## config.mk

```make
export PLATFORM = sky130hd
export DESIGN_NAME = lz10_cmd_fifo
export DESIGN_NICKNAME = d
export VERILOG_FILES = /design/src/lz10_pkg.sv /design/src/lz10_cmd_fifo.sv
export SDC_FILE = /design/constraint.sdc
export NUM_CORES = 1
export LEC_CHECK = 0
export ABC_AREA = 1
export ABC_CLOCK_PERIOD_IN_PS = 2880
export BUFFER_PORTS_ARGS = -buffer_cell sky130_fd_sc_hd__buf_2
export CORE_AREA = 3 3 122 124
export CTS_CLUSTER_SIZE = 40
export DETAILED_ROUTE_END_ITERATION = 10
export DIE_AREA = 0 0 125 127
export HOLD_SLACK_MARGIN = 0.03
export SETUP_SLACK_MARGIN = 0.02
export SLEW_MARGIN = 30
export SYNTH_ARGS = -nofsm -noshare
export SYNTH_HDL_FRONTEND = slang
export SYNTH_SLANG_ARGS = --single-unit
```

## constraint.sdc

```tcl
create_clock -name clk -period 2.88 [get_ports clk]
set_input_delay 0.288 -clock clk [delete_from_list [all_inputs] [get_ports clk]]
set_output_delay 0.288 -clock clk [all_outputs]
set_load 0.02 [all_outputs]
```

## src/lz10_pkg.sv

```systemverilog
// lz10 decompressor shared types and constants
`timescale 1ns / 1ps
`default_nettype none
package lz10_pkg;

  typedef struct packed {
    logic [7:0] data_byte;
    logic       start_req;
  } lz10_in_t;

  typedef struct packed {
    logic [7:0] out_byte;
    logic       last;
    logic       bad_distance;
  } lz10_out_t;

  localparam logic [1:0] CMD_START = 2'd0;
  localparam logic [1:0] CMD_LIT   = 2'd1;
  localparam logic [1:0] CMD_REF   = 2'd2;

  typedef struct packed {
    logic [1:0]  kind;
    logic [7:0]  lit_byte;
    logic [12:0] distance;
    logic [4:0]  count;
    logic        stream_end;
  } lz10_cmd_t;

  localparam int CMDQ_DEPTH = 4;
  localparam int CMDQ_AW    = $clog2(CMDQ_DEPTH);

endpackage
`default_nettype wire

```

## src/lz10_cmd_fifo.sv

```systemverilog
// short command queue between parser and copy unit
`timescale 1ns / 1ps
`default_nettype none
module lz10_cmd_fifo (
  input  wire logic              clk,
  input  wire logic              rst,
  input  wire logic              wr_en,
  input  lz10_pkg::lz10_cmd_t    wr_data,
  output logic                   is_full,
  input  wire logic              rd_en,
  output lz10_pkg::lz10_cmd_t    rd_data,
  output logic                   is_empty
);
  import lz10_pkg::*;

  lz10_cmd_t          slots [CMDQ_DEPTH];
  logic [CMDQ_AW-1:0] wr_ptr, rd_ptr;
  logic [CMDQ_AW:0]   fill;
  logic               do_wr, do_rd;

  assign is_full  = (fill == (CMDQ_AW + 1)'(CMDQ_DEPTH));
  assign is_empty = (fill == '0);
  assign do_wr    = wr_en & ~is_full;
  assign do_rd    = rd_en & ~is_empty;
  assign rd_data  = slots[rd_ptr];

  always_ff @(posedge clk) begin
    if (do_wr) begin
      slots[wr_ptr] <= wr_data;
    end
  end

  always_ff @(posedge clk) begin
    if (rst) begin
      wr_ptr <= '0;
      rd_ptr <= '0;
      fill   <= '0;
    end else begin
      if (do_wr) begin
        wr_ptr <= wr_ptr + 1'b1;
      end
      if (do_rd) begin
        rd_ptr <= rd_ptr + 1'b1;
      end
      if (do_wr && !do_rd) begin
        fill <= fill + 1'b1;
      end else if (do_rd && !do_wr) begin
        fill <= fill - 1'b1;
      end
    end
  end

endmodule
`default_nettype wire

```

==> qor.yml, run 1 <==
cp.required_ps: 2590
fin_total_pwr_mw: 6.04
post_synth_instance_area_mm2: 0.00510
worstMarginPinSlew_ps: 578
die_h_um: 127
postCtsHoldBufs: 0
synth_nets: 390
power_frac_clock_pct: 36.0
portBuffers: 63
clockBufferDepth: 2
synth_warnings: 0
dr_total_vias: 2992
criticalPathCategory: "register to primary output"
regArea_mm2: 0.00366
synth_cells: 351
cts_setup_buffers: 0
fmax_mhz: 448
dp_slack_ps: 762
p_int_mw: 4.08
power_density_mw_per_mm2: 969
dieArea_mm2: 0.0159
diodes: 0
clk_latency_ps: 410
worstSetupStartpointType: "register"
hold_viol: 0
cts_tree: "built"
path_clk_slew_ps: 50
area_growth_syn_to_layout_pct: 22.4
grt.overflow.total: 0
drc: 0
gp_congestion: 0.741
max-vdd-ir-drop_v: 0.000461
swShare_pct: 32.4
yosysSeqAreaShare_pct: 71.9
syn-mean-instance-area_um2: 14.5
ys_types: 23
finalMaxSlewViolations: 0
fill_cells: 1239
numCtsBuffers: 17
synth-seq-cells: 125
grtUsageTotal_pct: 13.9
finalWirelength_mm: 10.6
grt_max_degree: 59
crit_fanout: 29
cp_data_arrival_time_ps: 1940
fin_skew_ps: 3.46
initial_utilization_pct: 36.7
p_sw_mw: 1.96
p_leak_nw: 2.21
ant_nets: 0
grt_antenna_before_repair: 0
first_iter_violations: 173
cts_resized: 0
place_hpwl_mm: 6.66
drive_gt1_share_pct: 37.3
ioPinCount: 64
setup_violations: 0
multi_input_area_mm2: 0.00126
setup_tns_ps: 0
end_kind: "primary output"
fp-row-count: 43
grt_first_pass_wirelength_mm: 16.9
cts_sinks: 125
status: "finished clean"
nets: 466
via_per_inst: 4.83
min_path_type: "input port to register"
routedWlPerCell_um: 17.1
power_frac_comb_pct: 26.2
die_w_um: 125
slew_headroom_pct: 61.4
coreArea_mm2: 0.0139
dr.pass1.iters: 4
period_needed_ps: 2230
grt_pass1_vias: 3227
cts.htree.levels: 4
fin_util_pct: 45.0
period_share_pct: 77.5
seq_power_share_pct: 37.9
max-cap-violations: 0
setup_ws_ps: 648
rsz0062_at_grt: "no"
root_buffer: "clkbuf_16"
[synthesized netlist by cell type]
library cell | count | area, µm²
buf_4 | 1 | 7.51
nand3b_1 | 1 | 7.51
o21ai_1 | 3 | 15.0
buf_2 | 11 | 55.1
xor2_1 | 1 | 8.76
o21ai_0 | 56 | 280
inv_2 | 3 | 11.3
fa_1 | 1 | 20.0
nor2_2 | 9 | 56.3
clkbuf_1 | 2 | 7.51
edfxtp_1 | 116 | 3480
buf_12 | 2 | 40.0
dfxtp_1 | 9 | 180
nor2_4 | 20 | 225
ha_1 | 5 | 62.6
nor2_1 | 43 | 161
nand2_1 | 15 | 56.3
nand3_1 | 4 | 20.0
buf_6 | 2 | 22.5
o22ai_2 | 20 | 250
a21oi_1 | 3 | 15.0
o22ai_1 | 9 | 56.3
inv_1 | 15 | 56.3
[power groups by stage]
stage               clock network, mW  registers, mW  logic [mW]
floorplan                           0           2.31        1.14
global placement                    0           2.32        1.57
detailed placement                  0           2.33        1.60
CTS                              2.21           2.29        1.61
global route                     2.30           2.31        1.74
finish                           2.17           2.29        1.58
[registers in the layout, indices dropped and copies added, names as in the netlist, named ones only]
signal / count
fill: 3
rd_ptr: 2
wr_ptr: 2
slots: 116
[critical path, stage by stage (launching register included)]
cell	delay (ps)
dfxtp_1	460
inv_2	460
o21ai_0	240
o22ai_2	170
buf_2	200
[path summary, 6_finish.rpt]
check | startpoint | to | slack, ps | depth (start not counted)
setup / recovery | register | rd_data[16] | 650 | 4
hold / removal | wr_data[24] | slots[0][24] | 90 | 1
setup reg to reg | fill[0] | fill[2] | 770 | 11
hold reg to reg | rd_ptr[0] | rd_ptr[0] | 510 | 2
[final cells by class]
type	instances	share of cell area (%)
clock inverters	15	2.99
clock buffers	17	6.82
flip-flops and latches	125	58.7
inverters	18	1.10
well taps	180	3.61
multi-input cells	190	20.3
repair buffers	75	6.50
[routing by layer]
metal,up-vias,routed length (µm),track usage (%)
met5,-,0,0
met4,0,80,4.34
met3,8,608,5.18
met2,77,5230,22.5
met1,1473,4700,17.5
li1,1434,-,-
[cell families (layout without fill, tap and decap cells)]
| group | after synthesis | after routing | share of synthesized area (%) |
|---|---|---|---|
| buffers and inverters | 36 | 125 | 3.93 |
| AND/OR/NAND/NOR | 92 | 92 | 10.3 |
| XOR/XNOR | 1 | 1 | 0.172 |
| AO/OA/AOI/OAI | 91 | 91 | 12.1 |
| adder cells (fa/ha/maj) | 6 | 6 | 1.62 |
| flip-flops | 125 | 125 | 71.9 |
[through the flow]
| step | area (µm²) | hold slack, ps | instances |
|---|---|---|---|
| 5_1_grt | 6240 | 82.5 | 620 |
| 4_1_cts | 6240 | 75.5 | 620 |
| 2_1_floorplan | 5100 | 357 | 351 |
| 6_report | 6240 | 94.8 | 620 |
| 3_3_place_gp | 5630 | 489 | 588 |
| 3_5_place_dp | 5630 | 499 | 588 |
[cells in the final DEF (no fill, tap or decap), drive strengths merged]
master and instances:
a21oi 3, buf 75, edfxtp 116, o21ai 59, clkinv 4, o22ai 29
inv 23, bufinv 3, ha 5, dfxtp 9, nand3 4, nand2 15
nand3b 1, fa 1, nor2 72, clkbuf 17, xor2 1, clkinvlp 3
Power figures use the tool's default switching activity.
==> run 2, diff against run 1 <==
ABC_CLOCK_PERIOD_IN_PS = 1900   (was 2880)
clock period = 1.9 ns   (was 2.88 ns; I/O delays follow)
==> run 2 against run 1 <==
Against the previous run:
- power is 50% higher
- register-to-register slack got worse by 560 ps
- clock skew is 2.4 ps higher
- critical endpoint is now rd_data[18]
- first-iteration DRC count is 21% lower
- combinational power up 68%
- sequential cell count unchanged
==> qor.yml, run 2 (synthesized netlist as in run 1, its figures left out) <==
most-common-layout-cells: "116 x edfxtp_1, 63 x buf_2, 54 x o21ai_0"  # was 116 x edfxtp_1, 63 x buf_2, 56 x o21ai_0
slew_headroom_pct: 80.7  # was 61.4%
diodes: 0  # unchanged
grt_pass1_vias: 3275  # was 3,227
worstHoldPathCells: 4  # was 1
timing.rr.end: "fill[1]"  # was fill[2]
dp_slack_ps: 79.8  # was 762 ps
first_iter_violations: 136  # was 173
fin_util_pct: 47.6  # was 45.0%
r2r_start: "fill[1]"  # was fill[0]
place_hpwl_mm: 6.42  # was 6.66 mm
dieArea_mm2: 0.0159  # unchanged
cts.htree.levels: 4  # unchanged
coreArea_mm2: 0.0139  # unchanged
clk_latency_ps: 410  # about the same
hold_end: "wr_ptr[0]"  # was slots[0][24]
whs_ps: 112  # was 94.8 ps
dr.pass1.iters: 4  # unchanged
end_kind: "primary output"  # unchanged
hold_viol: 0  # unchanged
cp.required_ps: 1710  # was 2590 ps
grt_antenna_before_repair: 0  # unchanged
dr_total_vias: 3119  # was 2,992
max-cap-violations: 0  # unchanged
power_density_mw_per_mm2: 1370  # was 969 mW/mm²
die_w_um: 125  # unchanged
cp_data_arrival_time_ps: 1590  # was 1940 ps
initial_utilization_pct: 36.7  # unchanged
cts_sinks: 125  # unchanged
routedWlPerCell_um: 16.6  # was 17.1 µm
grt_max_degree: 39  # was 59
area_growth_syn_to_layout_pct: 29.5  # was 22.4%
largest_reg_flops: 116  # unchanged
fin_skew_ps: 5.87  # was 3.46 ps
crit_chain: "buf_4 > o21ai_0 > o22ai_2 > buf_2"  # was inv_2 > o21ai_0 > o22ai_2 > buf_2
top_register: "slots"  # unchanged
worstMarginPinSlew_ps: 290  # was 578 ps
numCtsBuffers: 17  # unchanged
regToRegSetupSlack_ps: 210  # was 770 ps
ioPinCount: 64  # unchanged
portBuffers: 63  # unchanged
p_leak_nw: 2.36  # was 2.21 nW
worstSetupStartpointType: "register"  # unchanged
die_h_um: 127  # unchanged
fill_cells: 1219  # was 1,239
finalWirelength_mm: 10.9  # was 10.6 mm
ant_nets: 0  # unchanged
cts_tree: "built"  # unchanged
regArea_mm2: 0.00367  # was 0.00366 mm²
crit_family: "buffers and inverters"  # unchanged
grt.overflow.total: 0  # unchanged
path_clk_slew_ps: 50  # about the same
via_per_inst: 4.78  # was 4.83
cts_setup_buffers: 0  # unchanged
fin_total_pwr_mw: 9.07  # was 6.04 mW
grt_first_pass_wirelength_mm: 17.4  # was 16.9 mm
period_needed_ps: 1780
cp_num_cells: 4  # unchanged
final_common_cell: "edfxtp_1"  # unchanged
multi_input_area_mm2: 0.00129  # was 0.00126 mm²
drc: 0  # unchanged
min_path_type: "input port to register"  # unchanged
gp_congestion: 0.765  # was 0.741
setup_violations: 0  # unchanged
rsz0062_at_grt: "yes"  # was no
max-vdd-ir-drop_v: 0.000698  # was 0.000461 V
fmax_mhz: 560
setup_ws_ps: 115  # was 648 ps
status: "finished clean"  # unchanged
critPathSlowestCell: "dfxtp_2"  # was dfxtp_1
nets: 501  # was 466
clockBufferDepth: 2  # unchanged
grtUsageTotal_pct: 14.5  # was 13.9%
reg.largest.list: "slots (116), fill (3)"  # unchanged
max_stage_delay_ps: 370  # was 460 ps
root_buffer: "clkbuf_16"  # unchanged
period_share_pct: 93.9
rr_worst_depth: 9  # was 11
fp-row-count: 43  # unchanged
path_buf_inv: 2  # unchanged
crit_fanout: 20  # was 29
min_from: "wr_en"  # was wr_data[24]
drive_gt1_share_pct: 35.7  # was 37.3%
criticalPathCategory: "register to primary output"  # unchanged
finalMaxSlewViolations: 0  # unchanged
run 2: where the power goes:
part / total (mW) / leakage [nW] / switching, mW / internal, mW
registers: 3.49 / 1.14 / 0.123 / 3.36
logic: 2.65 / 0.965 / 1.72 / 0.929
clock network: 2.94 / 0.260 / 1.07 / 1.87
run 2: final cells by class:
| cell class | instances | share of cell area (%) |
|---|---|---|
| clock inverter | 12 | 1.59 |
| timing repair buffer | 110 | 12.3 |
| clock buffer | 18 | 6.50 |
| inverter | 18 | 1.10 |
| tap | 180 | 3.41 |
| sequential | 125 | 55.6 |
| multi-input combinational | 190 | 19.6 |
run 2: per-stage QoR:
step | instances | TNS, ps | area [µm²]
2_1_floorplan | 351 | -48820 | 5100
3_3_place_gp | 592 | 0 | 5680
3_5_place_dp | 592 | 0 | 5680
4_1_cts | 653 | 0 | 6560
5_1_grt | 653 | -12.7 | 6600
6_report | 653 | 0 | 6600
run 2: how the worst max path moves through the flow:
stage          startpoint     endpoint  slack, ps
6_report         register  rd_data[18]        120
5_1_grt          register  rd_data[18]        -10
3_5_place_dp      fill[1]      fill[2]         80
4_1_cts          register  rd_data[28]         40
2_1_floorplan     fill[0]  slots[0][0]       -420
3_3_place_gp      fill[0]      fill[2]        170
run 2: worst register-to-register path, delay by kind of cell, from the launching register on:
family | cells | cell delay (ps)
adder cells (fa/ha/maj) | 2 | 630
flip-flops | 1 | 340
AO/OA/AOI/OAI | 1 | 140
AND/OR/NAND/NOR | 4 | 350
buffers and inverters | 2 | 140
run 2: what timing repair did:
action / CTS / global route
setup endpoints to repair: 11 / 13
resized for setup: 5 / 16
hold buffers: 30 / 0
endpoints found under the hold margin: 120 / 0
pin swaps: 0 / 0
cloned: 1 / 0
run 2: metal layers:
layer	global-route usage, %	share of wire [%]	wire [µm]	vias to the layer above
met5	0	0	0	-
met4	5.17	1.2	131	0
met3	4.64	4.6	500	14
met2	24.7	51	5520	68
met1	17.4	43	4710	1535
li1	-	-	-	1502
==> run 3, diff against run 2 <==
ABC_AREA = unset   (was 1)
CORE_AREA = 3 3 117 119   (was 3 3 122 124)
CTS_CLUSTER_SIZE = 12   (was 40)
DIE_AREA = 0 0 120 122   (was 0 0 125 127)
PLACE_DENSITY = 0.59   (was unset)
==> run 3 against run 2 <==
Against the previous run:
- the run now ends with setup timing left
- utilization up 3.1 points
- synthesized cell count is 43% lower
- setup slack got worse by 160 ps
- global-route usage is 1.1 points lower
- count of clock-buffer cells in the layout up 1
- non-clock buffer count is 3 lower
- synthesized area fell by 8.6%
- sequential cell count stayed put
- critical path depth up 4
- register-to-register slack lost 260 ps
- largest power group unchanged
- highest routed layer unchanged
==> qor.yml, run 3 <==
synth_flop_cell: "edfxtp_1"  # unchanged
dpl_cell_area_mm2: 0.00524  # was 0.00568 mm²
reg.largest.list: "slots (116), fill (3)"  # unchanged
min_path_type: "input port to register"  # unchanged
initial_utilization_pct: 36.8  # was 36.7%
portBuffers: 63  # unchanged
root_buffer: "clkbuf_16"  # unchanged
dp_cells: 434  # was 592
max-vdd-ir-drop_v: 0.000637  # was 0.000698 V
clockBufferDepth: 2  # unchanged
synth_edf_count: 116  # unchanged
ioPinCount: 64  # unchanged
coreArea_mm2: 0.0127  # was 0.0139 mm²
hold_viol: 0  # unchanged
die_h_um: 122  # was 127 µm
violations: "setup timing"
regArea_mm2: 0.00367  # about the same
grt.overflow.total: 0  # unchanged
synth.most_common_cell: "edfxtp_1"  # unchanged
whs_ps: 67.7  # was 112 ps
synthTopCellsByArea: "edfxtp_1 75%, mux4_2 14%, dfxtp_1 3.9%, ha_1 1.3%, xor2_1 0.75%"  # was edfxtp_1 68%, o21ai_0 5.5%, o22ai_2 4.9%, nor2_4 4.4%, dfxtp_1 3.5%
fill_cells: 1051  # was 1,219
finalWirelength_mm: 8.80  # was 10.9 mm
grtUsageTotal_pct: 13.3  # was 14.5%
synth_top_area_share_pct: 74.7  # was 68.3%
place_hpwl_mm: 4.76  # was 6.42 mm
ant_nets: 0  # unchanged
cts_sinks: 125  # unchanged
met3_length_um: 370  # was 500 µm
fin_total_pwr_mw: 9.16  # was 9.07 mW
diodes: 0  # unchanged
finalMaxSlewViolations: 0  # unchanged
fp-row-count: 41  # was 43
cts_tree: "built"  # unchanged
area_growth_syn_to_layout_pct: 37.8  # was 29.5%
dieArea_mm2: 0.0146  # was 0.0159 mm²
grt_antenna_before_repair: 0  # unchanged
gp_congestion: 0.685  # was 0.765
top_register: "slots"  # unchanged
route.met2.wl_mm: 4.44  # was 5.52 mm
path_clk_slew_ps: 50  # about the same
synth-async-reset-ratio_pct: 0  # unchanged
period_needed_ps: 1950  # was 1780 ps
wl_met1_mm: 3.86  # was 4.71 mm
yosysSeqAreaShare_pct: 78.6  # was 71.9%
fin_skew_ps: 5.22  # was 5.87 ps
most-common-layout-cells: "116 x edfxtp_1, 34 x buf_2, 29 x mux4_2, 29 x dlygate4sd3_1, 29 x buf_6"  # was 116 x edfxtp_1, 63 x buf_2, 54 x o21ai_0
max-cap-violations: 0  # unchanged
crit_fanout: 4  # was 20
worstMarginPinSlew_ps: 833  # was 290 ps
slew_headroom_pct: 44.5  # was 80.7%
yosysTopAreaCell: "edfxtp_1"  # unchanged
period_share_pct: 102  # was 93.9%
final_common_cell: "edfxtp_1"  # unchanged
post_synth_instance_area_mm2: 0.00466  # was 0.00510 mm²
synth_cells: 199  # was 351
nets: 357  # was 501
dr.pass1.iters: 4  # unchanged
dr.max_layer_used: "met4"  # unchanged
cp.required_ps: 2230  # was 1710 ps
multi_input_area_um2: 977  # was 0.00129 mm²
cp_data_arrival_time_ps: 2270  # was 1590 ps
grt_pass1_vias: 2581  # was 3,275
setup_tns_ps: -292  # was 0 ps
end_kind: "register"  # was primary output
power_density_mw_per_mm2: 1430  # was 1370 mW/mm²
drc: 0  # unchanged
numCtsBuffers: 17  # unchanged
ys_top_cells_by_count: "116 x edfxtp_1, 28 x mux4_2, 9 x dfxtp_1, 6 x nor2_1, 5 x ha_1"  # was 116 x edfxtp_1, 56 x o21ai_0, 43 x nor2_1, 20 x nor2_4, 20 x o22ai_2
cts.htree.levels: 4  # unchanged
status: "finished, violations left"  # was finished clean
fmax_mhz: 514  # was 560 MHz
syn-mean-instance-area_um2: 23.4  # was 14.5 µm²
drive_gt1_share_pct: 44.7  # was 35.7%
worstSetupStartpointType: "register"  # unchanged
grt_max_degree: 30  # was 39
grt_first_pass_wirelength_mm: 14.1  # was 17.4 mm
dp_slack_ps: -125  # was 79.8 ps
synth-seq-cells: 125  # unchanged
criticalPathCategory: "register to register"  # was register to primary output
synth_nets: 238  # was 390
layoutNonFillerInstCount: 503  # was 653
fin_util_pct: 50.7  # was 47.6%
first_iter_violations: 133  # was 136
rsz0062_at_grt: "yes"  # unchanged
p_leak_nw: 2.22  # was 2.36 nW
synth_warnings: 0  # unchanged
via_per_inst: 4.61  # was 4.78
ys_types: 24  # was 23
setup_ws_ps: -45.1  # was 115 ps
clk_latency_ps: 410  # about the same
die_w_um: 120  # was 125 µm
routedWlPerCell_um: 17.5  # was 16.6 µm
finalInstanceArea_mm2: 0.00642  # was 0.00660 mm²
dr_total_vias: 2318  # was 3,119
largest_reg_flops: 116  # unchanged
setup_violations: 21  # was 0
## run 3: cell types whose count changed in the layout (fill, tap and decap cells not counted), moves of 5 or more
cell and change:
buf_2 -29, buf_6 +27, inv_1 -11, mux4_2 +29, nand2_1 -11, nor2_1 -33, nor2_2 -9, nor2_4 -24
o21ai_0 -52, o21ai_1 -5, o22ai_1 -8, o22ai_2 -21
## run 3: timing repair
action / in CTS / in global routing
setup endpoints to repair: 146 / 146
pin swaps: 2 / 5
endpoints found under the hold margin: 116 / 0
setup buffers: 2 / 4
hold buffers: 29 / 0
resized for setup: 40 / 34
cloned: 3 / 0
## run 3: per-layer routing
metal  GRT usage (%)  up-vias
met2            21.1       57
met3            4.60       11
met4            6.44        0
met1            16.5     1183
li1                -     1067
met5               0        -
## run 3: critical path, stage by stage (launching register included)
cell,delay (ps)
dfxtp_2,340
nor3b_4,160
nor2_4,160
ha_4,150
inv_1,50
fa_2,330
xor2_1,160
or3_4,370
a21oi_2,150
## run 3: kinds of logic after synthesis
logic type	after synthesis	share of synthesized area [%]
flops	125	78.6
mux	31	14.5
simple gates	16	1.93
fa+ha+maj	6	1.77
xor+xnor	4	0.752
compound gates	6	0.886
buf+inv	11	1.53
## run 3: worst paths after layout
kind	from	to	slack [ps]	cells after the start
max	fill[2]	fill[2]	-50	8
min	rst	fill[2]	70	2
max reg2reg	fill[2]	fill[2]	-50	8
min reg2reg	wr_ptr[1]	wr_ptr[1]	520	2
## run 3: cell type report
cell class	count	share of cell area, %
Clock buffer	19	6.74
Clock inverter	13	1.58
Inverter	4	0.234
Multi-Input combinational cell	63	15.2
Sequential cell	125	57.2
Tap cell	172	3.35
Timing Repair Buffer	107	15.7
## run 3: power breakdown
part	internal (mW)	switching, mW	leakage (nW)	total, mW
clock network	1.77	1.10	0.247	2.86
registers	3.33	0.124	1.14	3.46
logic	1.55	1.29	0.835	2.84
