[config.mk]
export PLATFORM = sky130hd
export DESIGN_NAME = lz10_parser
export DESIGN_NICKNAME = d
export VERILOG_FILES = /design/src/lz10_pkg.sv /design/src/lz10_parser.sv
export SDC_FILE = /design/constraint.sdc
export NUM_CORES = 1
export LEC_CHECK = 0
export BUFFER_PORTS_ARGS = -buffer_cell sky130_fd_sc_hd__buf_2
export CAP_MARGIN = 25
export CORE_ASPECT_RATIO = 2
export CORE_MARGIN = 10
export CORE_UTILIZATION = 35
export CTS_CLUSTER_DIAMETER = 80
export DETAILED_ROUTE_END_ITERATION = 8
export PLACE_DENSITY = 0.56
export SLEW_MARGIN = 20
export SYNTH_ARGS = -nofsm -noshare
export SYNTH_HDL_FRONTEND = slang
export SYNTH_SLANG_ARGS = --single-unit
[constraint.sdc]
create_clock -name clk -period 6.9 [get_ports clk]
set_input_delay 0 -clock clk [delete_from_list [all_inputs] [get_ports clk]]
set_output_delay 0 -clock clk [all_outputs]
set_load 0.02 [all_outputs]
[src/lz10_pkg.sv]
// lz10 decompressor shared types and constants
`timescale 1ns / 1ps
`default_nettype none
package lz10_pkg;

  typedef struct packed {
    logic [7:0] data_byte;
    logic       start_req;
  } lz10_in_t;

  typedef struct packed {
    logic [7:0] out_byte;
    logic       last;
    logic       bad_distance;
  } lz10_out_t;

  localparam logic [1:0] CMD_START = 2'd0;
  localparam logic [1:0] CMD_LIT   = 2'd1;
  localparam logic [1:0] CMD_REF   = 2'd2;

  typedef struct packed {
    logic [1:0]  kind;
    logic [7:0]  lit_byte;
    logic [12:0] distance;
    logic [4:0]  count;
    logic        stream_end;
  } lz10_cmd_t;

  localparam int CMDQ_DEPTH = 4;
  localparam int CMDQ_AW    = $clog2(CMDQ_DEPTH);

endpackage
`default_nettype wire

[src/lz10_parser.sv]
// front end: header, flag and reference parsing into copy commands
`timescale 1ns / 1ps
`default_nettype none
module lz10_parser (
  input  wire logic              clk,
  input  wire logic              rst,
  input  wire logic              push,
  output logic                   full,
  input  lz10_pkg::lz10_in_t     in_word,
  output logic                   cmd_push,
  output lz10_pkg::lz10_cmd_t    cmd,
  input  wire logic              cmd_full
);
  import lz10_pkg::*;

  localparam logic [2:0] PH_IDLE     = 3'd0;
  localparam logic [2:0] PH_HEADER   = 3'd1;
  localparam logic [2:0] PH_FLAG     = 3'd2;
  localparam logic [2:0] PH_LITERAL  = 3'd3;
  localparam logic [2:0] PH_REF_HIGH = 3'd4;
  localparam logic [2:0] PH_REF_LOW  = 3'd5;
  localparam logic [2:0] PH_DONE     = 3'd6;

  logic [2:0]  phase, phase_next;
  logic [1:0]  header_index, header_index_next;
  logic [23:0] total_length, total_length_next;
  logic [23:0] issued, issued_next;
  logic [7:0]  flag_bits, flag_bits_next;
  logic [3:0]  flags_left, flags_left_next;
  logic [7:0]  reference_high, reference_high_next;

  logic        accept;
  logic [7:0]  b;
  logic [7:0]  shifted;
  logic [3:0]  left_dec;
  logic [2:0]  item_next_phase;
  logic [4:0]  ref_len;
  logic [23:0] remain;
  logic [23:0] issued_inc;

  assign full     = cmd_full;
  assign accept   = push & ~cmd_full;
  assign b        = in_word.data_byte;
  assign shifted  = {flag_bits[6:0], 1'b0};
  assign left_dec = flags_left - 4'd1;
  assign item_next_phase = (left_dec == 4'd0) ? PH_FLAG :
                           (shifted[7] ? PH_REF_HIGH : PH_LITERAL);
  assign ref_len    = {1'b0, reference_high[7:4]} + 5'd3;
  assign remain     = total_length - issued;
  assign issued_inc = issued + 24'd1;

  always_comb begin
    phase_next          = phase;
    header_index_next   = header_index;
    total_length_next   = total_length;
    issued_next         = issued;
    flag_bits_next      = flag_bits;
    flags_left_next     = flags_left;
    reference_high_next = reference_high;
    cmd_push            = 1'b0;
    cmd.kind            = CMD_START;
    cmd.lit_byte        = b;
    cmd.distance        = {1'b0, reference_high[3:0], b} + 13'd1;
    cmd.count           = 5'd1;
    cmd.stream_end      = 1'b0;
    if (accept) begin
      if (in_word.start_req) begin
        phase_next          = PH_HEADER;
        header_index_next   = 2'd1;
        total_length_next   = '0;
        issued_next         = '0;
        flag_bits_next      = '0;
        flags_left_next     = '0;
        reference_high_next = '0;
        cmd_push            = 1'b1;
        cmd.kind            = CMD_START;
      end else begin
        case (phase)
          PH_HEADER: begin
            case (header_index)
              2'd1: begin
                total_length_next[7:0] = total_length[7:0] | b;
                header_index_next = 2'd2;
              end
              2'd2: begin
                total_length_next[15:8] = total_length[15:8] | b;
                header_index_next = 2'd3;
              end
              2'd3: begin
                total_length_next[23:16] = total_length[23:16] | b;
                header_index_next = 2'd0;
                phase_next = ({total_length[23:16] | b, total_length[15:0]} == 24'd0)
                             ? PH_DONE : PH_FLAG;
              end
              default: begin
                header_index_next = 2'd1;
              end
            endcase
          end
          PH_FLAG: begin
            flag_bits_next  = b;
            flags_left_next = 4'd8;
            phase_next      = b[7] ? PH_REF_HIGH : PH_LITERAL;
          end
          PH_LITERAL: begin
            cmd_push       = 1'b1;
            cmd.kind       = CMD_LIT;
            cmd.count      = 5'd1;
            cmd.stream_end = (issued_inc == total_length);
            issued_next    = issued_inc;
            if (issued_inc == total_length) begin
              phase_next = PH_DONE;
            end else begin
              flag_bits_next  = shifted;
              flags_left_next = left_dec;
              phase_next      = item_next_phase;
            end
          end
          PH_REF_HIGH: begin
            reference_high_next = b;
            phase_next          = PH_REF_LOW;
          end
          PH_REF_LOW: begin
            cmd_push = 1'b1;
            cmd.kind = CMD_REF;
            if ({19'd0, ref_len} < remain) begin
              // whole reference fits before the end of the stream
              cmd.count       = ref_len;
              issued_next     = issued + {19'd0, ref_len};
              flag_bits_next  = shifted;
              flags_left_next = left_dec;
              phase_next      = item_next_phase;
            end else begin
              cmd.count      = remain[4:0];
              cmd.stream_end = 1'b1;
              issued_next    = total_length;
              phase_next     = PH_DONE;
            end
          end
          default: begin
          end
        endcase
      end
    end
  end

  always_ff @(posedge clk) begin
    if (rst) begin
      phase          <= PH_IDLE;
      header_index   <= '0;
      total_length   <= '0;
      issued         <= '0;
      flag_bits      <= '0;
      flags_left     <= '0;
      reference_high <= '0;
    end else begin
      phase          <= phase_next;
      header_index   <= header_index_next;
      total_length   <= total_length_next;
      issued         <= issued_next;
      flag_bits      <= flag_bits_next;
      flags_left     <= flags_left_next;
      reference_high <= reference_high_next;
    end
  end

endmodule
`default_nettype wire

==> results.json, run 1 <==
{
  "wl_per_cell_um": 20.9,
  "crit_path_start": "issued[0]$_SDFFE_PP0P_",
  "ys_seq_elements": 72,
  "grt_pass1_wl_mm": 39.3,
  "worstPathCellList": "ha_1 -> inv_1 -> fa_1 -> a21o_1 -> a21oi_1 -> xnor2_1 -> inv_1 -> ha_1 -> nand2_1 -> o31ai_1 -> o211ai_1 -> or4_4 -> nor4_4 -> nand2_1 -> nor4_4 -> buf_4 -> buf_4 -> nor2_1 -> a211oi_1 -> buf_2",
  "seq_power_share_pct": 36.2,
  "core_um2": 19400,
  "hp-start": "in_word[2]",
  "fin_ws_ns": 1.39,
  "nNetsFinal": 999,
  "grt_max_degree": 48,
  "worstSetupPathDepth": 20,
  "final_cells": 1207,
  "synthArstFlopShare_pct": 0,
  "gp_congestion": 0.966,
  "required_ns": 6.90,
  "yosys.area_share.adder_pct": 8.05,
  "die_h_um": 218,
  "synth_fp_nets": 1001,
  "internal_power_mw": 0.812,
  "worst_path_max_delay_cell": "nor4_4",
  "reg2reg_to": "issued[5]$_SDFFE_PP0P_",
  "cts-resized-gates": 0,
  "crit_fanout": 15,
  "synth_ff_type": "dfxtp_1",
  "vias_per_cell": 5.89,
  "placed_cells": 1191,
  "cpPeakStageDelay_ns": 0.60,
  "drc_errors": 0,
  "p_leak_nw": 2.78,
  "endpoint": "cmd[2]",
  "worstHoldPathType": "primary input to register",
  "synth-seq-area-share_pct": 21.0,
  "final_util_pct": 38.6,
  "ys_top_cells_by_count": "116 x nor2_1, 86 x a21oi_1, 72 x dfxtp_1, 72 x nand2_1, 61 x xnor2_1",
  "yosysMostFrequentCell": "nor2_1",
  "dp_slack_ns": 1.69,
  "pwr_density_cell_nw_per_um2": 161,
  "outcome": "complete, no violations",
  "hold_viol": 0,
  "worst_pin_slew_ns": 1.06,
  "reg2reg_depth": 19,
  "num_antenna_cells": 0,
  "clockRootBuffer": "clkbuf_16",
  "antenna_found_initial": 0,
  "slew_viol_final": 0,
  "fillCellCount": 2036,
  "ir_drop_mv": 0.237,
  "synth_xor_xnor_area_share_pct": 9.82,
  "port_buffers": 43,
  "hpwl_mm": 19.5,
  "setup_violations": 0,
  "drv_cap": 0,
  "clock_power_share_pct": 42.3,
  "synthTopCellsByArea": "dfxtp_1 21%, xnor2_1 7.8%, ha_1 7.5%, nor2_1 6.3%, a21oi_1 6.3%",
  "startpoint_type": "register",
  "p_sw_share_pct": 32.7,
  "power_mw": 1.21,
  "start_util_pct": 35.5,
  "synth_compound_area_share_pct": 24.0,
  "syn_area_per_cell_um2": 7.27,
  "fin_crit_sh_pct": 79.8,
  "cts_inserted_buffers": 9,
  "vias": 7112,
  "die_x_um": 119,
  "skew_ns": 0.00758,
  "regArea_um2": 1440,
  "ant_nets": 0,
  "design_area_um2": 7480,
  "first_global_vias": 7172,
  "multiInputGateArea_um2": 4920,
  "synth-simple-area-share_pct": 25.3,
  "ctsHoldBuffers": 0,
  "worstSetupEndpointType": "output port",
  "slew_headroom_pct": 28.8,
  "critPathKind": "register to output port",
  "rsz0062_at_grt": "no",
  "clk_path_buf_depth": 2,
  "crit_buf_inv": 5,
  "syn2layout_area_growth_pct": 8.89,
  "dr.first_iter.drc_count": 427,
  "tns_ns": 0,
  "wl_mm": 25.2,
  "first_pass_iters": 7,
  "yosysTopAreaCell": "dfxtp_1",
  "clkSlewWorstSetupHoldPaths_ns": 0.07,
  "cts.sinks": 72,
  "cts_setup_buffers": 0,
  "cts_tree": "yes",
  "r2r-start": "issued[0]$_SDFFE_PP0P_",
  "arrival_ns": 5.51,
  "placed_cell_area_um2": 7160,
  "synth_edf_count": 0,
  "die-area_um2": 26000,
  "synth_top_family_by_area": "simple AND/OR/NAND/NOR gates",
  "clkLatencyLatePin_ns": 0.35,
  "critPathTopFamily": "simple AND/OR/NAND/NOR gates",
  "num_io_pins": 44,
  "synth_area_um2": 6870,
  "yosys-mux-area-fraction_pct": 4.39,
  "yosysWarnings": 0,
  "synth_top_area_share_pct": 21.0,
  "fmax_mhz": 182,
  "power.switching_mw": 0.394,
  "ff2ff_setup_slack_ns": 1.71,
  "drive_gt1_share_pct": 8.97,
  "period_minus_slack_ns": 5.51,
  "htreeDepth": 3,
  "comb_power_share_pct": 21.5,
  "rows": 72,
  "synth.distinct_cells": 74,
  "fin_hold_ws_ns": 0.0733,
  "grt.total_usage_pct": 19.0,
  "grt-ovfl-total": 0,
  "synth_cells": 945
}
==> power by group through the flow <==
stage	clock [mW]	sequential, mW	combinational (mW)
2_1_floorplan	0	0.439	0.189
3_3_place_gp	0	0.445	0.255
3_5_place_dp	0	0.445	0.256
4_1_cts	0.514	0.436	0.257
5_1_grt	0.531	0.437	0.281
6_report	0.511	0.436	0.259
==> worst min-delay path by stage <==
stage                                    to  slack (ns)  cells past startpoint
2_1_floorplan                       cmd[19]        0.11                      1
3_3_place_gp                           full        0.25                      2
3_5_place_dp                           full        0.25                      2
4_1_cts        total_length[1]$_SDFFE_PP0P_        0.07                      3
5_1_grt        total_length[1]$_SDFFE_PP0P_        0.08                      3
6_report       total_length[1]$_SDFFE_PP0P_        0.07                      3
==> routing by layer <==
metal  vias to the layer above  global-route usage [%]  wire (um)
li1                       3402                       -          -
met1                      3338                    18.2       8980
met2                       273                    36.0      13400
met3                        99                    1.81        938
met4                         0                    14.6       1890
met5                         -                       0          0
==> placed cells by master (no fill, tap or decap), types with 10 or more instances in the layout <==
cell,count
xor2_1,16
nand3_1,28
nor2_1,116
buf_2,43
nand2b_1,13
o21ai_0,46
mux2i_1,23
a21o_1,12
and3_1,10
nor3_1,30
inv_1,49
o22ai_1,22
a211oi_1,14
nand4_1,19
a21oi_1,86
xnor2_1,61
ha_1,41
dfxtp_1,72
nand2_1,72
nor4_1,19
a22oi_1,11
==> cell families after synthesis <==
group,after synthesis
compound gates,257
xor+xnor,77
fa+ha+maj,43
buf+inv,116
flops,72
mux,29
simple gates,351
==> cell type report <==
type	instances	share of cell area, %
multi-input combinational	757	65.8
tap	259	4.33
inverter	51	2.56
clock inverter	6	1.02
sequential	72	19.3
clock buffer	10	3.20
timing repair buffer	52	3.78
==> flip-flops by register name, indices dropped and copies added (netlist names) <==
register	cells
flags_left	4
phase	3
header_index	2
reference_high	8
issued	24
total_length	24
flag_bits	7
==> worst register-to-register path: cells and delay by family (launching register included) <==
kind                       cells  cell delay (ns)
xor gates and xnor gates       1             0.18
and+or+nand+nor                5             1.63
buffers and inverters          3             0.47
DFF                            1             0.44
muxes                          1             0.35
AOI/OAI and AO/OA              6             1.05
adders and majority gates      3             0.91
Note: power is estimated with default switching activity, not from simulation.
==> run 2: changes to the inputs <==
--- a/config.mk
+++ b/config.mk
@@ -12,7 +12,7 @@
 export CORE_UTILIZATION = 35
 export CTS_CLUSTER_DIAMETER = 80
 export DETAILED_ROUTE_END_ITERATION = 8
-export PLACE_DENSITY = 0.56
+export PLACE_DENSITY = 0.58
 export SLEW_MARGIN = 20
 export SYNTH_ARGS = -nofsm -noshare
 export SYNTH_HDL_FRONTEND = slang
==> constraint.sdc (replaced) <==
create_clock -name clk -period 4.6 [get_ports clk]
set_input_delay 0 -clock clk [delete_from_list [all_inputs] [get_ports clk]]
set_output_delay 0 -clock clk [all_outputs]
set_load 0.02 [all_outputs]
==> run 2 against run 1 <==
  * Clock-buffer cell count stayed put
  * Register-to-register slack worse by 1.5 ns
  * Final cell count is 3.8% higher
  * Largest power group unchanged
==> results.json, run 2 (synthesized netlist as in run 1, its figures left out) <==
{
  "tns_ns": 0,
  "worst_pin_slew_ns": 0.896,
  "slew_viol_final": 0,
  "first_pass_iters": 6,
  "setup_violations": 0,
  "grt.total_usage_pct": 19.5,
  "final_util_pct": 40.6,
  "worst_path_max_delay_cell": "dfxtp_1",
  "crit_path_start": "issued[8]$_SDFFE_PP0P_",
  "cts.sinks": 72,
  "crit_path_frequent_cell": "a21o_1",
  "ctsHoldBuffers": 0,
  "clkSlewWorstSetupHoldPaths_ns": 0.06,
  "crit_fanout": 11,
  "antenna_found_initial": 0,
  "clk_path_buf_depth": 2,
  "rsz0062_at_grt": "no",
  "port_buffers": 43,
  "vias_per_cell": 5.91,
  "cts_inserted_buffers": 9,
  "hpwl_mm": 20.1,
  "num_io_pins": 44,
  "crit_buf_inv": 3,
  "critPathTopFamily": "simple AND/OR/NAND/NOR gates",
  "hold_viol": 0,
  "cts_tree": "yes",
  "die-area_um2": 26000,
  "grt_max_degree": 47,
  "htreeDepth": 3,
  "vias": 7411,
  "grt-ovfl-total": 0,
  "wl_per_cell_um": 20.6,
  "p_leak_nw": 3.01,
  "ir_drop_mv": 0.263,
  "outcome": "complete, no violations",
  "skew_ns": 0.00815,
  "worstSetupEndpointType": "register",
  "required_ns": 4.80,
  "layout_commonest_cell": "nor2_1",
  "first_global_vias": 7372,
  "core_um2": 19400,
  "dr.first_iter.drc_count": 503,
  "grt_pass1_wl_mm": 40.5,
  "critPathKind": "register to register",
  "period_minus_slack_ns": 4.43,
  "rows": 72,
  "power_mw": 1.73,
  "use_met2_pct": 36.8,
  "worstHoldPathType": "primary input to register",
  "cpPeakStageDelay_ns": 0.50,
  "met1_usage_pct": 18.7,
  "arrival_ns": 4.62,
  "worstPathCellList": "inv_1 -> ha_1 -> a21o_1 -> a2111oi_4 -> nor3b_1 -> a21o_1 -> or4_1 -> nand3_1 -> nand4_2 -> nor4_4 -> buf_4 -> buf_12 -> mux2_2 -> a221oi_2 -> a211oi_1",
  "hp-start": "rst",
  "pwr_density_cell_nw_per_um2": 220,
  "ant_nets": 0,
  "slew_headroom_pct": 40.1,
  "top_usage_layer": "met2",
  "die_h_um": 218,
  "most-common-layout-cells": "116 x nor2_1, 85 x a21oi_1, 72 x nand2_1",
  "fmax_mhz": 226,
  "startpoint_type": "register",
  "use_met3_pct": 2.05,
  "top_regs": "issued (24), total_length (24), reference_high (8)",
  "fin_crit_sh_pct": 96.2,
  "clkLatencyLatePin_ns": 0.34,
  "drive_gt1_share_pct": 14.1,
  "start_util_pct": 35.5,
  "gp_congestion": 1.04,
  "clockRootBuffer": "clkbuf_16",
  "syn2layout_area_growth_pct": 14.6,
  "wl_mm": 25.8,
  "drv_cap": 0,
  "r2r-start": "issued[8]$_SDFFE_PP0P_",
  "nNetsFinal": 1045,
  "num_antenna_cells": 0,
  "die_x_um": 119,
  "drc_errors": 0
}
## run 2: worst min-delay path: stages
cell and delay, ns:
buf_2 0.08, inv_1 0.11, o2bb2ai_1 0.15
## run 2: area by class of cell
cell class	count	area, um2
inverters	51	191
multi-input cells	757	4960
flip-flops and latches	72	1440
well taps	259	324
clock inverters	6	42.5
fillers	2065	11500
clock buffers	10	239
repair buffers	98	673
## run 2: worst paths after layout
path	slack, ns	end	cells past startpoint
max	0.17	issued[15]$_SDFFE_PP0P_	15
min	0.06	issued[23]$_SDFFE_PP0P_	3
max reg2reg	0.17	issued[15]$_SDFFE_PP0P_	15
min reg2reg	0.49	total_length[0]$_SDFFE_PP0P_	2
## run 2: timing repair
| action | in CTS | in global routing |
|---|---|---|
| endpoints found under the setup margin | 7 | 11 |
| pin swaps | 4 | 4 |
| setup buffers | 2 | 3 |
| endpoints found under the hold margin | 0 | 0 |
| resized for setup | 4 | 11 |
## run 2: routing by layer
layer	vias up	share of wire (%)
met2	309	54
met5	-	0
met1	3504	35
li1	3493	-
met4	0	7.2
met3	105	4.2
## run 2: metrics by stage
step	hold slack [ns]	cells	setup slack [ns]	area (um2)
after floorplan	0.113	945	0.284	6870
after global placement	0.247	1232	0.0489	7490
after detailed placement	0.259	1232	-0.00247	7490
after CTS	0.0654	1250	0.0566	7810
after global routing	0.114	1253	0.000324	7870
final	0.0590	1253	0.173	7870
## run 2: where the power goes
group / leakage, nW / internal (mW) / switching [mW]
clock network: 0.135 / 0.381 / 0.290
registers: 0.583 / 0.634 / 0.0170
logic: 2.29 / 0.152 / 0.259
==> run 3: changes to the inputs <==
--- a/config.mk
+++ b/config.mk
@@ -7,7 +7,6 @@
 export LEC_CHECK = 0
 export BUFFER_PORTS_ARGS = -buffer_cell sky130_fd_sc_hd__buf_2
 export CAP_MARGIN = 25
-export CORE_ASPECT_RATIO = 2
 export CORE_MARGIN = 10
 export CORE_UTILIZATION = 35
 export CTS_CLUSTER_DIAMETER = 80
==> run 3 against run 2 <==
  * Global-route usage down 2.2 points
  * First-iteration DRC count up 8.9%
  * Setup slack better by 0.044 ns
  * Worst hold slack better by 0.027 ns
  * Final area down 0.73%
  * Sequential power about the same
  * Maximum frequency up 1.0%
  * Sequential cell count unchanged
  * Critical path depth up 5
  * Clock power about the same
  * Register-to-register slack better by 0.08 ns
  * Clock skew about the same
  * Highest routed layer unchanged
==> results.json, run 3 (synthesized netlist as in run 1, its figures left out) <==
{
  "multiInputGateArea_um2": 4950,
  "skew_ns": 0.00835,
  "die_x_um": 160,
  "seq_power_share_pct": 38.0,
  "worstPathCellList": "inv_1 -> ha_1 -> inv_1 -> fa_2 -> a21o_1 -> a21oi_2 -> xnor2_1 -> inv_1 -> ha_1 -> nand2_1 -> o31ai_2 -> o211ai_1 -> or4_4 -> nor4_4 -> nand2_1 -> nor4_4 -> buf_12 -> nor2_1 -> a211oi_1 -> buf_4",
  "wl_per_cell_um": 18.6,
  "wl_mm": 23.3,
  "layout_commonest_cell": "nor2_1",
  "pwr_density_cell_nw_per_um2": 220,
  "most-common-layout-cells": "116 x nor2_1, 84 x a21oi_1, 72 x nand2_1, 72 x dfxtp_1, 61 x xnor2_1",
  "clockRootBuffer": "clkbuf_16",
  "vias_per_cell": 5.74,
  "crit_fanout": 12,
  "outcome": "complete, no violations",
  "drive_gt1_share_pct": 13.1,
  "slew_headroom_pct": 38.5,
  "clk_path_buf_depth": 2,
  "grt-ovfl-total": 0,
  "fillCellCount": 2036,
  "design_area_um2": 7810,
  "num_io_pins": 44,
  "cts_inserted_buffers": 9,
  "core_um2": 19400,
  "cpPeakStageDelay_ns": 0.56,
  "worst_pin_slew_ns": 0.920,
  "comb_power_share_pct": 22.8,
  "period_minus_slack_ns": 4.38,
  "gp_congestion": 0.961,
  "start_util_pct": 35.4,
  "num_antenna_cells": 0,
  "antenna_found_initial": 0,
  "clkLatencyLatePin_ns": 0.33,
  "final_util_pct": 40.3,
  "startpoint_type": "register",
  "hold_viol": 0,
  "regArea_um2": 1440,
  "placed_cells": 1231,
  "p_leak_nw": 2.97,
  "grt_max_degree": 47,
  "first_pass_iters": 5,
  "slew_viol_final": 0,
  "cts_tree": "yes",
  "internal_power_mw": 1.17,
  "fin_hold_ws_ns": 0.0857,
  "dr.first_iter.drc_count": 548,
  "drc_errors": 0,
  "required_ns": 4.60,
  "rows": 51,
  "placed_cell_area_um2": 7460,
  "first_global_vias": 6554,
  "fmax_mhz": 228,
  "crit_buf_inv": 5,
  "vias": 7183,
  "die-area_um2": 25600,
  "syn2layout_area_growth_pct": 13.8,
  "hpwl_mm": 17.5,
  "fin_ws_ns": 0.217,
  "critPathTopFamily": "simple AND/OR/NAND/NOR gates",
  "p_sw_share_pct": 32.0,
  "worstSetupEndpointType": "output port",
  "cts.sinks": 72,
  "fin_crit_sh_pct": 95.3,
  "power_mw": 1.72,
  "ant_nets": 0,
  "ir_drop_mv": 0.155,
  "clock_power_share_pct": 39.2,
  "grt.total_usage_pct": 17.3,
  "ctsHoldBuffers": 0,
  "nNetsFinal": 1037,
  "arrival_ns": 4.38,
  "clkSlewWorstSetupHoldPaths_ns": 0.06,
  "worst_path_max_delay_cell": "or4_4",
  "worstHoldPathType": "primary input to register",
  "critPathKind": "register to output port",
  "crit_path_frequent_cell": "inv_1",
  "htreeDepth": 3,
  "setup_violations": 0,
  "top_regs": "issued (24), total_length (24), reference_high (8)",
  "ff2ff_setup_slack_ns": 0.25,
  "port_buffers": 43,
  "drv_cap": 0,
  "grt_pass1_wl_mm": 36.6,
  "die_h_um": 160,
  "power.switching_mw": 0.549,
  "tns_ns": 0,
  "dp_slack_ns": 0.174,
  "final_cells": 1251
}
-- run 3: cell count changes in the layout (fill, tap and decap cells not counted), sizes merged --
cell / previous run / this run
clkbuf: 10 / 11
inv: 51 / 52
buf: 98 / 89
clkinv: 4 / 3
-- run 3: final timing paths --
check                                    start                           end  cells after the start
hold / removal                      in_word[6]  total_length[5]$_SDFFE_PP0P_                      3
hold reg to reg      flag_bits[4]$_SDFFE_PP0P_     flag_bits[4]$_SDFFE_PP0P_                      2
setup reg to reg  total_length[0]$_SDFFE_PP0P_       issued[15]$_SDFFE_PP0P_                     20
setup / recovery  total_length[0]$_SDFFE_PP0P_                        cmd[2]                     20
-- run 3: power groups by stage --
| stage | clock [mW] | combinational (mW) | sequential [mW] |
|---|---|---|---|
| after global placement | 0 | 0.383 | 0.664 |
| after CTS | 0.687 | 0.385 | 0.650 |
| after floorplan | 0 | 0.284 | 0.659 |
| after global routing | 0.706 | 0.426 | 0.652 |
| final | 0.673 | 0.391 | 0.652 |
| after detailed placement | 0 | 0.383 | 0.664 |
-- run 3: worst min-delay path: stages --
cell and delay, ns:
buf_2 0.18, a21oi_1 0.15, nor2_1 0.04
-- run 3: cell type report --
cell class	count	area share, %
inverters	51	2.45
multi-input cells	757	63.3
flip-flops and latches	72	18.4
clock buffers	10	3.06
well taps	265	4.24
repair buffers	90	7.91
clock inverters	6	0.545
-- run 3: routing by layer --
layer	track usage, %	vias up	part of all wire (%)
li1	-	3483	-
met1	24.2	3355	45
met2	27.0	317	45
met3	2.42	28	8.3
met4	4.59	0	1.6
met5	0	-	0
-- run 3: what timing repair did --
item,CTS,global route
setup buffers,0,3
resized for setup,0,8
setup endpoints to repair,0,22
